`config.mk`:
```
export PLATFORM = sky130hd
export DESIGN_NAME = serial_frame_receiver_xor_top
export DESIGN_NICKNAME = d
export VERILOG_FILES = /design/src/rtl/core/sfrx_pkg.sv /design/src/rtl/core/sfrx_ram.sv /design/src/rtl/core/sfrx_parser.sv /design/src/rtl/core/sfrx_replay.sv /design/src/rtl/core/serial_frame_receiver_xor_top.sv
export SDC_FILE = /design/constraint.sdc
export NUM_CORES = 1
export LEC_CHECK = 0
export BUFFER_PORTS_ARGS = -buffer_cell sky130_fd_sc_hd__buf_2
export CAP_MARGIN = 20
export CORE_AREA = 2 2 198 200
export CTS_CLUSTER_DIAMETER = 50
export DETAILED_ROUTE_END_ITERATION = 12
export DIE_AREA = 0 0 200 202
export HOLD_SLACK_MARGIN = 0.03
export SLEW_MARGIN = 5
export SYNTH_ARGS = -nofsm -noshare
export SYNTH_HDL_FRONTEND = slang
export SYNTH_SLANG_ARGS = --single-unit
```
`constraint.sdc`:
```
create_clock -name aclk -period 5.23 [get_ports aclk]
set_clock_uncertainty 0.05 [all_clocks]
set_input_delay 0.523 -clock aclk [delete_from_list [all_inputs] [get_ports aclk]]
set_output_delay 0.523 -clock aclk [all_outputs]
set_load 0.03 [all_outputs]
```
`src/rtl/core/sfrx_pkg.sv`:
```
// Shared types and constants of the serial frame receiver.
// No dependencies; imported by the parser, the replay unit and the top level.
package sfrx_pkg;

    // Parser phases
    typedef enum logic [2:0] {
        PH_HUNT  = 3'd0,
        PH_CMD   = 3'd1,
        PH_LEN   = 3'd2,
        PH_DATA  = 3'd3,
        PH_CHECK = 3'd4
    } sfrx_phase_t;

    // Configuration register indexes
    localparam int CFG_IDX_W = 3;
    localparam logic [CFG_IDX_W-1:0] REG_START_BYTE = 3'd0;
    localparam logic [CFG_IDX_W-1:0] REG_KIND0_ID   = 3'd1;
    localparam logic [CFG_IDX_W-1:0] REG_KIND0_LEN  = 3'd2;
    localparam logic [CFG_IDX_W-1:0] REG_KIND1_ID   = 3'd3;
    localparam logic [CFG_IDX_W-1:0] REG_KIND1_LEN  = 3'd4;
    localparam logic [CFG_IDX_W-1:0] REG_KIND2_ID   = 3'd5;
    localparam logic [CFG_IDX_W-1:0] REG_KIND2_LEN  = 3'd6;

    localparam int NUM_KINDS = 3;
    localparam int KLEN_W    = 6;

    // Configuration register file contents
    typedef struct packed {
        logic [7:0]                          start_byte;
        logic [NUM_KINDS-1:0][7:0]           kind_id;
        logic [NUM_KINDS-1:0][KLEN_W-1:0]    kind_len;
    } sfrx_cfg_t;

    localparam sfrx_cfg_t CFG_RESET = '{
        start_byte: 8'd170,
        kind_id:    {8'd3, 8'd2, 8'd1},
        kind_len:   {6'd1, 6'd1, 6'd1}
    };

    // Replay request from parser to replay unit
    typedef struct packed {
        logic       go;
        logic [1:0] kind;
    } sfrx_req_t;

    // One result item
    typedef struct packed {
        logic [1:0] kind;
        logic [4:0] index;
        logic [7:0] data;
        logic       last;
    } sfrx_item_t;

endpackage

```
`src/rtl/core/sfrx_ram.sv`:
```
// Generic single-write, single-read synchronous RAM with registered read.
// No dependencies.
module sfrx_ram #(
    parameter int WIDTH  = 8,
    parameter int DEPTH  = 32,
    parameter int ADDR_W = (DEPTH > 1) ? $clog2(DEPTH) : 1
) (
    input  logic              aclk,
    input  logic              we,
    input  logic [ADDR_W-1:0] waddr,
    input  logic [WIDTH-1:0]  wdata,
    input  logic              re,
    input  logic [ADDR_W-1:0] raddr,
    output logic [WIDTH-1:0]  rdata
);
    logic [WIDTH-1:0] mem [DEPTH];

    // Write port
    always_ff @(posedge aclk) begin
        if (we) begin
            mem[waddr] <= wdata;
        end
    end

    // Registered read port
    always_ff @(posedge aclk) begin
        if (re) begin
            rdata <= mem[raddr];
        end
    end
endmodule

```
`src/rtl/core/sfrx_parser.sv`:
```
// Byte-wise frame parser: tracks the phase, writes the payload into the
// store and checks checksum and record kind. Depends on sfrx_pkg.
module sfrx_parser #(
    parameter int BUFFER_BYTES = 32,
    parameter int LEN_W        = 6,
    parameter int ADDR_W       = 5
) (
    input  logic                aclk,
    input  logic                aresetn,
    input  logic                byte_accept,
    input  logic [7:0]          rx_byte,
    input  sfrx_pkg::sfrx_cfg_t cfg,
    output logic                ram_we,
    output logic [ADDR_W-1:0]   ram_waddr,
    output logic [7:0]          ram_wdata,
    output sfrx_pkg::sfrx_req_t req,
    output logic [LEN_W-1:0]    req_len
);
    import sfrx_pkg::*;

    sfrx_phase_t      phase_reg, phase_next;
    logic [7:0]       cmd_reg, cmd_next;
    logic [LEN_W-1:0] len_reg, len_next;
    logic [LEN_W-1:0] fill_reg, fill_next;
    logic [7:0]       xor_reg, xor_next;

    logic [LEN_W-1:0] fill_inc;
    logic             len_ok;
    logic [2:0]       kind_hit;
    logic             kind_any;
    logic [1:0]       kind_sel;

    // Compare the frame against each configured record kind
    always_comb begin
        for (int k = 0; k < NUM_KINDS; k++) begin
            kind_hit[k] = (cmd_reg == cfg.kind_id[k]) &&
                          (8'(len_reg) == 8'(cfg.kind_len[k]));
        end
    end

    // Lowest kind wins
    assign kind_any = |kind_hit;
    always_comb begin
        if (kind_hit[0]) begin
            kind_sel = 2'd0;
        end else if (kind_hit[1]) begin
            kind_sel = 2'd1;
        end else begin
            kind_sel = 2'd2;
        end
    end

    assign fill_inc = fill_reg + LEN_W'(1);
    assign len_ok   = (rx_byte != 8'd0) && ({1'b0, rx_byte} <= 9'(BUFFER_BYTES));

    // Next phase and frame state
    always_comb begin
        phase_next = phase_reg;
        cmd_next   = cmd_reg;
        len_next   = len_reg;
        fill_next  = fill_reg;
        xor_next   = xor_reg;
        ram_we     = 1'b0;
        req.go     = 1'b0;
        req.kind   = kind_sel;
        if (byte_accept) begin
            case (phase_reg)
                PH_CMD: begin
                    cmd_next   = rx_byte;
                    phase_next = PH_LEN;
                end
                PH_LEN: begin
                    fill_next  = '0;
                    xor_next   = 8'd0;
                    len_next   = LEN_W'(rx_byte);
                    phase_next = len_ok ? PH_DATA : PH_HUNT;
                end
                PH_DATA: begin
                    ram_we    = 1'b1;
                    xor_next  = xor_reg ^ rx_byte;
                    fill_next = fill_inc;
                    if (fill_inc >= len_reg) begin
                        phase_next = PH_CHECK;
                    end
                end
                PH_CHECK: begin
                    req.go     = (rx_byte == xor_reg) && kind_any;
                    phase_next = PH_HUNT;
                end
                default: begin
                    phase_next = (rx_byte == cfg.start_byte) ? PH_CMD : PH_HUNT;
                end
            endcase
        end
    end

    assign ram_waddr = fill_reg[ADDR_W-1:0];
    assign ram_wdata = rx_byte;
    assign req_len   = len_reg;

    // Hold parser state
    always_ff @(posedge aclk) begin
        if (!aresetn) begin
            phase_reg <= PH_HUNT;
            cmd_reg   <= 8'd0;
            len_reg   <= '0;
            fill_reg  <= '0;
            xor_reg   <= 8'd0;
        end else begin
            phase_reg <= phase_next;
            cmd_reg   <= cmd_next;
            len_reg   <= len_next;
            fill_reg  <= fill_next;
            xor_reg   <= xor_next;
        end
    end
endmodule

```
`src/rtl/core/sfrx_replay.sv`:
```
// Payload replay: reads the store one entry per cycle while the output buffer has room and
// queues the items in a two-entry output buffer. Depends on sfrx_pkg.
module sfrx_replay #(
    parameter int LEN_W  = 6,
    parameter int ADDR_W = 5
) (
    input  logic                 aclk,
    input  logic                 aresetn,
    input  sfrx_pkg::sfrx_req_t  req,
    input  logic [LEN_W-1:0]     req_len,
    output logic                 ram_re,
    output logic [ADDR_W-1:0]    ram_raddr,
    input  logic [7:0]           ram_rdata,
    output logic                 out_valid,
    input  logic                 out_ready,
    output sfrx_pkg::sfrx_item_t out_item,
    output logic                 busy
);
    import sfrx_pkg::*;

    logic             active_reg, active_next;
    logic [LEN_W-1:0] rd_idx_reg, rd_idx_next;
    logic [LEN_W-1:0] len_reg, len_next;
    logic [1:0]       kind_reg, kind_next;
    logic             infl_reg, infl_next;
    logic [LEN_W-1:0] infl_idx_reg, infl_idx_next;
    logic [1:0]       occ_reg, occ_next;
    sfrx_item_t       ent0_reg, ent0_next;
    sfrx_item_t       ent1_reg, ent1_next;

    logic             pop;
    logic             push;
    logic             issue;
    logic [LEN_W-1:0] rd_inc;
    sfrx_item_t       new_item;

    assign pop   = (occ_reg != 2'd0) && out_ready;
    assign push  = infl_reg;
    // Issue a read only when the buffer has room for it on arrival
    assign issue = active_reg &&
                   ((3'(occ_reg) + 3'(infl_reg) - 3'(pop)) < 3'd2);
    assign rd_inc = rd_idx_reg + LEN_W'(1);

    assign ram_re    = issue;
    assign ram_raddr = rd_idx_reg[ADDR_W-1:0];

    // Item built from the read data that lands this cycle
    always_comb begin
        new_item.kind  = kind_reg;
        new_item.index = 5'(infl_idx_reg);
        new_item.data  = ram_rdata;
        new_item.last  = ((LEN_W+1)'(infl_idx_reg) + (LEN_W+1)'(1)) ==
                         (LEN_W+1)'(len_reg);
    end

    // Advance the read pointer
    always_comb begin
        active_next   = active_reg;
        rd_idx_next   = rd_idx_reg;
        len_next      = len_reg;
        kind_next     = kind_reg;
        infl_next     = issue;
        infl_idx_next = issue ? rd_idx_reg : infl_idx_reg;
        if (req.go) begin
            active_next = 1'b1;
            rd_idx_next = '0;
            len_next    = req_len;
            kind_next   = req.kind;
        end else if (issue) begin
            rd_idx_next = rd_inc;
            if (rd_inc == len_reg) begin
                active_next = 1'b0;
            end
        end
    end

    // Output buffer: entry 0 is presented on the port
    always_comb begin
        ent0_next = ent0_reg;
        ent1_next = ent1_reg;
        occ_next  = occ_reg;
        case ({push, pop})
            2'b10: begin
                if (occ_reg == 2'd0) begin
                    ent0_next = new_item;
                end else begin
                    ent1_next = new_item;
                end
                occ_next = occ_reg + 2'd1;
            end
            2'b01: begin
                ent0_next = ent1_reg;
                occ_next  = occ_reg - 2'd1;
            end
            2'b11: begin
                if (occ_reg == 2'd1) begin
                    ent0_next = new_item;
                end else begin
                    ent0_next = ent1_reg;
                    ent1_next = new_item;
                end
            end
            default: begin
                occ_next = occ_reg;
            end
        endcase
    end

    assign out_valid = (occ_reg != 2'd0);
    assign out_item  = ent0_reg;
    assign busy      = active_reg || infl_reg || (occ_reg != 2'd0);

    // Hold control state
    always_ff @(posedge aclk) begin
        if (!aresetn) begin
            active_reg <= 1'b0;
            infl_reg   <= 1'b0;
            occ_reg    <= 2'd0;
        end else begin
            active_reg <= active_next;
            infl_reg   <= infl_next;
            occ_reg    <= occ_next;
        end
    end

    // Hold payload registers
    always_ff @(posedge aclk) begin
        rd_idx_reg   <= rd_idx_next;
        len_reg      <= len_next;
        kind_reg     <= kind_next;
        infl_idx_reg <= infl_idx_next;
        ent0_reg     <= ent0_next;
        ent1_reg     <= ent1_next;
    end
endmodule

```
`src/rtl/core/serial_frame_receiver_xor_top.sv`:
```
// Serial frame receiver with XOR checksum: top level.
// Depends on sfrx_pkg, sfrx_ram, sfrx_parser and sfrx_replay.
//
// Usage:
//   s_* carries one received byte per transfer (s_tdata). Frames are
//   start byte, command id, length, payload and an XOR checksum of the
//   payload. m_* replays the payload of each good frame whose id and length
//   match a configured record kind: m_tuser = kind, m_tdata = byte index
//   and payload byte, m_tlast on the final byte.
//   cfg_* writes the seven configuration registers; cfg_ready is always
//   high. Write them only while no frame is being replayed.
// Input and replay:
//   One byte is taken per cycle while no replay is running. A checksum
//   byte that completes a matching frame starts a replay: the replay unit
//   registers the request, reads the store and buffers each byte, and results
//   follow one per cycle while m_tready stays high, set by the single read
//   port of the payload store. s_tready stays low until the last result is
//   transferred, so the store is never read and written at once.
// Reset and stalls:
//   aresetn (synchronous, active low) returns the parser to hunting for a
//   start byte, empties the output buffer and loads the register defaults.
//   A low m_tready holds the current result and pauses the store reads once the output buffer is full.
module serial_frame_receiver_xor_top #(
    parameter int BUFFER_BYTES = 32
) (
    input  logic                               aclk,
    input  logic                               aresetn,
    input  logic                               s_tvalid,
    output logic                               s_tready,
    input  logic [7:0]                         s_tdata,    // [7:0] rx_byte
    output logic                               m_tvalid,
    input  logic                               m_tready,
    output logic [15:0]                        m_tdata,    // [4:0] byte_index,
                                                           // [12:5] payload_byte
    output logic [1:0]                         m_tuser,    // [1:0] record_kind
    output logic                               m_tlast,
    input  logic                               cfg_valid,
    output logic                               cfg_ready,
    input  logic [sfrx_pkg::CFG_IDX_W-1:0]     cfg_index,
    input  logic [7:0]                         cfg_data
);
    import sfrx_pkg::*;

    localparam int LEN_W  = $clog2(BUFFER_BYTES + 1);
    localparam int ADDR_W = (BUFFER_BYTES > 1) ? $clog2(BUFFER_BYTES) : 1;

    sfrx_cfg_t        cfg_reg, cfg_next;
    logic             s_accept;
    logic             ram_we;
    logic [ADDR_W-1:0] ram_waddr;
    logic [7:0]       ram_wdata;
    logic             ram_re;
    logic [ADDR_W-1:0] ram_raddr;
    logic [7:0]       ram_rdata;
    sfrx_req_t        req;
    logic [LEN_W-1:0] req_len;
    sfrx_item_t       item;
    logic             busy;

    // Configuration register file
    assign cfg_ready = 1'b1;
    always_comb begin
        cfg_next = cfg_reg;
        if (cfg_valid && cfg_ready) begin
            case (cfg_index)
                REG_START_BYTE: cfg_next.start_byte  = cfg_data;
                REG_KIND0_ID:   cfg_next.kind_id[0]  = cfg_data;
                REG_KIND0_LEN:  cfg_next.kind_len[0] = cfg_data[KLEN_W-1:0];
                REG_KIND1_ID:   cfg_next.kind_id[1]  = cfg_data;
                REG_KIND1_LEN:  cfg_next.kind_len[1] = cfg_data[KLEN_W-1:0];
                REG_KIND2_ID:   cfg_next.kind_id[2]  = cfg_data;
                REG_KIND2_LEN:  cfg_next.kind_len[2] = cfg_data[KLEN_W-1:0];
                default:        cfg_next = cfg_reg;
            endcase
        end
    end

    always_ff @(posedge aclk) begin
        if (!aresetn) begin
            cfg_reg <= CFG_RESET;
        end else begin
            cfg_reg <= cfg_next;
        end
    end

    // Hold off input while a replay owns the store
    assign s_tready = !busy;
    assign s_accept = s_tvalid && s_tready;

    sfrx_parser #(
        .BUFFER_BYTES (BUFFER_BYTES),
        .LEN_W        (LEN_W),
        .ADDR_W       (ADDR_W)
    ) u_parser (
        .aclk        (aclk),
        .aresetn     (aresetn),
        .byte_accept (s_accept),
        .rx_byte     (s_tdata),
        .cfg         (cfg_reg),
        .ram_we      (ram_we),
        .ram_waddr   (ram_waddr),
        .ram_wdata   (ram_wdata),
        .req         (req),
        .req_len     (req_len)
    );

    sfrx_ram #(
        .WIDTH  (8),
        .DEPTH  (BUFFER_BYTES),
        .ADDR_W (ADDR_W)
    ) u_store (
        .aclk  (aclk),
        .we    (ram_we),
        .waddr (ram_waddr),
        .wdata (ram_wdata),
        .re    (ram_re),
        .raddr (ram_raddr),
        .rdata (ram_rdata)
    );

    sfrx_replay #(
        .LEN_W  (LEN_W),
        .ADDR_W (ADDR_W)
    ) u_replay (
        .aclk      (aclk),
        .aresetn   (aresetn),
        .req       (req),
        .req_len   (req_len),
        .ram_re    (ram_re),
        .ram_raddr (ram_raddr),
        .ram_rdata (ram_rdata),
        .out_valid (m_tvalid),
        .out_ready (m_tready),
        .out_item  (item),
        .busy      (busy)
    );

    // Pack the result fields
    assign m_tdata = {3'b000, item.data, item.index};
    assign m_tuser = item.kind;
    assign m_tlast = item.last;
endmodule

```
* Word level (Yosys, flattened, before mapping)
Memories as Yosys holds them, arrays and structs flattened. A register that Yosys moved wholly into a read port is not among the register bits. Cells that the tools add are included.
Word-level totals: register bits 137, bits in writable memories 256, input port bits 24, output and inout bits 22, logic and storage cells 126, memories 1
Operators by class: $add $sub $neg 7, magnitude comparators 3, eq/ne operators 28, multiplexer cells 23, bitwise gates (word level) 1, reduce and logical (&&, ||, !) cells 36
Memory list:
- u_store.mem | words 32, width 8, rd ports 1, clocked after memory_dff 1, write ports 1, RTL line sfrx_ram.sv:16 | logic [WIDTH-1:0] mem [DEPTH];
Operator list (count):
- $mux 16 | 4
- $pmux 16 s3 | 1
- $eq 8x8->1 | 5
- $pmux 16 s2 | 1
- $reduce_and 2->1 | 13
- $eq 6x6->1 | 4
- $pmux 8 s2 | 1
- $add 6x1->6 const B | 2
- $eq 3x2->1 const B | 4
- $eq 3x3->1 const B | 4
- $pmux 3 s4 | 1
- $pmux 6 s2 | 1
- $reduce_bool 2->1 | 6
- $mux 1 | 10
- $le 8x6->1 const B | 1
- $logic_and 1x1->1 | 8
- $reduce_bool 8->1 | 1
- $xor 8x8->8 | 1
- $add 6x1->7 const B | 1
- $eq 7x6->1 | 1
- $eq 3x1->1 const B | 2
- $ge 6x6->1 | 1
- $eq 2x1->1 const B | 2
- $eq 2x2->1 const B | 2
- other kinds (17) | 21

* Logic depth before layout (Yosys ltp)
depth in word-level cells 8, gate-level depth with buffers 12, gate-level depth less buffers 11

* By module
From an unflattened synthesis, not the netlist that was laid out.
Second synthesis, totals: cells, all modules 1069, area, all modules 16898.7 sq um
Modules (own cells, without submodules):
- sfrx_ram | instances 1, cells each 417, area each 10133.5 sq um, seq. area each 7927.6 sq um
- sfrx_replay | instances 1, cells each 178, area each 2437.3 sq um, seq. area each 1581.5 sq um
- sfrx_parser | instances 1, cells each 282, area each 2344.7 sq um, seq. area each 620.6 sq um
- serial_frame_receiver_xor_top | instances 1, cells each 192, area each 1983.2 sq um, seq. area each 1001.0 sq um

* Worst setup path after synthesis
No wires, ideal clock.
kind reg2reg, start point register u_replay.occ_reg[1], end point register u_replay.active_reg, setup time 0.115 ns, arrival 3.161 ns, data required time 5.065 ns, slack 1.904 ns, stages on the path, launching flop included 13, path buffers 1, period minus slack after synthesis 3.326 ns, cells stage by stage dfxtp_1 > inv_1 > ha_1 > nor2b_1 > ha_1 > nand2b_1 > fa_1 > xnor2_1 > and3_1 > clkbuf_1 > nand4_1 > o31a_1 > o21a_1
On the way: cells in the longest elaborated chain, start to end 7, elaborated cells between the ends (all ways) 14, those cells by class add/sub: 2; order compare: 1; mux: 2; reduce/logical: 9
Ends and longest elaborated chain:
- start, declared | RTL line sfrx_replay.sv:27 | logic [1:0] occ_reg, occ_next;
- start signal, assigned | RTL line sfrx_replay.sv:122 | occ_reg <= occ_next;
- branches (longest 2 deep; another with $add 2x1->3)
- $sub 3x1->3 * | RTL line sfrx_replay.sv:41 | ((3'(occ_reg) + 3'(infl_reg) - 3'(pop)) < 3'd2);
- $lt 3x2->1 * | RTL line sfrx_replay.sv:41
- $logic_and 1x1->1 * | RTL line sfrx_replay.sv:40 | assign issue = active_reg &&
- named net ram_re | RTL line serial_frame_receiver_xor_top.sv:52 | logic ram_re;
- $reduce_bool 2->1 (no source line) *
- $reduce_and 2->1 (no source line) *
- end signal, assigned | RTL line sfrx_replay.sv:120 | active_reg <= active_next;
- end, declared | RTL line sfrx_replay.sv:21 | logic active_reg, active_next;
Mark *: on every way through the listed nets, which the timed path passes. A chain may end at the register's enable or synchronous reset.

* Worst setup path in the final report
start point register u_replay.occ_reg[1], end point memory u_store.mem[14][6], enable pin
On the way: cells in the longest elaborated chain, start to end 7
Ends and longest elaborated chain:
- $reduce_bool 2->1 | RTL line sfrx_replay.sv:111 | assign busy = active_reg || infl_reg || (occ_reg != 2'd0);
- $logic_or 1x1->1 | RTL line sfrx_replay.sv:111
- $logic_not 1->1 | RTL line serial_frame_receiver_xor_top.sv:87 | assign s_tready = !busy;
- $logic_and 1x1->1 | RTL line serial_frame_receiver_xor_top.sv:88 | assign s_accept = s_tvalid && s_tready;
- $mux 1 | RTL line sfrx_parser.sv:66 | if (byte_accept) begin
- $mux 1 | RTL line sfrx_ram.sv:20 | if (we) begin
- $mux 1 (implied by the code) | RTL line sfrx_ram.sv:21 | mem[waddr] <= wdata;
- end, declared | RTL line sfrx_ram.sv:16
No other way between the ends.

==> impl_metrics.tcl <==
set metrics [dict create \
    fmax_mhz 249 \
    crit_type "reg -> reg" \
    synth_common_cells "edfxtp_1 (310), nand2_1 (150), dfxtp_1 (91)" \
    cts.path.max_buffers 3 \
    arrival_ns 4.14 \
    rsz0062_at_grt "no" \
    port_buffers 41 \
    finalHoldViolations 0 \
    post_drt_wl_per_cell_um 22.6 \
    synth_top_cell_area_share_pct 54.8 \
    yosys_warnings 0 \
    die_h_um 202 \
    grt_start_max_net_pins 52 \
    grt_pass1_vias 9439 \
    totalWireLength_mm 39.1 \
    required_ns 5.35 \
    path_clk_slew_ns 0.06 \
    placed_cells 1649 \
    final_area_mm2 0.0193 \
    drc 0 \
    cts_setup_buffers 0 \
    start_kind "register" \
    grt_overflow_total 0 \
    drive_gt1_share_pct 19.4 \
    io_pins 46 \
    start_util_pct 44.4 \
    cts_tree "yes" \
    crit_fanout 22 \
    worstSetupEndpointType "register" \
    ys.flop_type "edfxtp_1" \
    synth_area_mm2 0.0170 \
    die_area_mm2 0.0404 \
    final_cells 1732 \
    slew_headroom_pct 38.9 \
    regArea_mm2 0.0111 \
    cts-resized-gates 0 \
    core_mm2 0.0383 \
    seqPwrFrac_pct 50.1 \
    synth_top_area_cell "edfxtp_1" \
    internal_power_mw 5.47 \
    total_power_mw 6.88 \
    ys_ff_latch 401 \
    synth_edf_count 310 \
    drtPass1Iterations 5 \
    finalCriticalPeriod_ns 4.02 \
    utilization_pct 50.3 \
    postSynthCellCount 1133 \
    grt_use_total_pct 20.0 \
    yosysSeqAreaShare_pct 65.5 \
    netSwitchingFraction_pct 20.5 \
    via_per_inst 5.38 \
    tightest_slew_ns 0.917 \
    cts_sinks 401 \
    place_congestion 0.795 \
    clk_latency_ns 0.56 \
    row_count 72 \
    report.final.slew_viol_count 0 \
    antenna_found_initial 1 \
    grt_first_pass_wirelength_mm 59.1 \
    die_w_um 200 \
    cts-root-buf "clkbuf_16" \
    htreeDepth 2 \
    p_per_area_mw_per_mm2 357 \
    p_sw_mw 1.41 \
    synth_area_leaders "edfxtp_1 (55%), dfxtp_1 (11%), mux4_2 (11%), nand2_1 (3.3%), xnor2_1 (2.8%)" \
    clkPwrFrac_pct 47.4 \
    synthDistinctLibCells 51 \
    status "finished clean" \
    cap_violations 0 \
    placed_cell_area_mm2 0.0177 \
    avgSynthCellArea_um2 15.0 \
    dpl.hpwl_mm 24.8 \
    numCtsBuffers 45 \
    fillers 3188 \
    combinationalPowerShare_pct 2.5 \
    largest_reg_flops 256 \
    syn_to_final_growth_pct 13.4 \
    min_period_over_period_pct 76.8 \
    setup_tns_ns 0 \
    irDropWorstVdd_v 0.000209 \
    async_flop_share_pct 0 \
    ant_nets 0 \
    p_leak_nw 6.33 \
    dr.first_iter.drc_count 866 \
    multi_input_area_mm2 0.00554 \
    synth.most_common_cell "edfxtp_1" \
    vias 9319 \
    min-delay-path-class "in -> reg" \
    setup_viol 0 \
    holdBufCountCts 0 \
    nets 1223 \
]
-- power by group through the flow --
| stage | combinational, mW | clock [mW] | sequential [mW] |
|---|---|---|---|
| after global routing | 0.186 | 3.45 | 3.45 |
| after CTS | 0.171 | 3.32 | 3.45 |
| final | 0.169 | 3.26 | 3.45 |
| after global placement | 0.171 | 0 | 3.52 |
| after floorplan | 0.0860 | 0 | 3.51 |
| after detailed placement | 0.171 | 0 | 3.52 |
-- area by class of cell --
type | instances | share of cell area, %
Timing Repair Buffer | 57 | 1.81
Antenna cell | 1 | 0.0130
Tap cell | 518 | 3.36
Clock inverter | 31 | 2.06
Inverter | 15 | 0.292
Sequential cell | 401 | 57.8
Clock buffer | 49 | 5.92
Multi-Input combinational cell | 660 | 28.8
-- worst max-delay path, stage by stage, from the launching register on --
cell and delay, ns:
dfxtp_1 0.35, inv_1 0.10, ha_1 0.22, nor3b_2 0.40, and2_0 0.34, nand2_1 0.47, nor2_2 0.50, nand2_1 0.47
nor2_1 0.72
-- cell families (layout without fill, tap and decap cells) --
group,after synthesis,in the layout,synth area share [%]
DFF,401,401,65.5
muxes,129,129,13.6
adders and majority gates,19,19,1.44
other,2,5,0.0442
and+or+nand+nor,338,338,9.56
AOI/OAI and AO/OA,87,87,3.63
xor gates and xnor gates,83,83,4.28
buffers and inverters,74,152,1.93
-- routing by layer --
metal | GRT usage, % | up-vias | part of all wire (%)
met4 | 5.21 | 2 | 1.7
met3 | 3.69 | 46 | 6.3
met2 | 32.4 | 308 | 49
li1 | - | 4303 | -
met5 | 2.47 | - | 0.35
met1 | 27.6 | 4660 | 43
-- per-stage QoR --
step | worst slack, ns | hold slack [ns]
after detailed placement | 1.24 | 0.421
after CTS | 1.15 | 0.191
after global routing | 0.842 | 0.204
after global placement | 1.38 | 0.413
after floorplan | 1.90 | 0.353
final | 1.21 | 0.210
-- layout by cell type, fill, tap and decap left out, types with 16 or more instances in the layout --
master,n
mux4_2,80
o21ai_0,16
nand2_1,150
buf_2,41
a22oi_1,20
xnor2_1,55
dfxtp_1,89
nand3_1,21
clkbuf_16,45
ha_1,18
nor2_1,50
edfxtp_1,310
a21boi_0,32
mux2i_1,34
xor2_1,28
nor2b_1,48
-- worst paths after layout --
path | startpoint | end | slack, ns | cells after the start
min | cfg_data[6] | cfg_reg[24] | 0.21 | 3
max reg2reg | u_replay.occ_reg[1] | u_store.mem[14][6] | 1.21 | 8
max | u_replay.occ_reg[1] | u_store.mem[14][6] | 1.21 | 8
min reg2reg | cfg_reg[42] | cfg_reg[42] | 0.42 | 2
(Power assumes the default switching activity.)
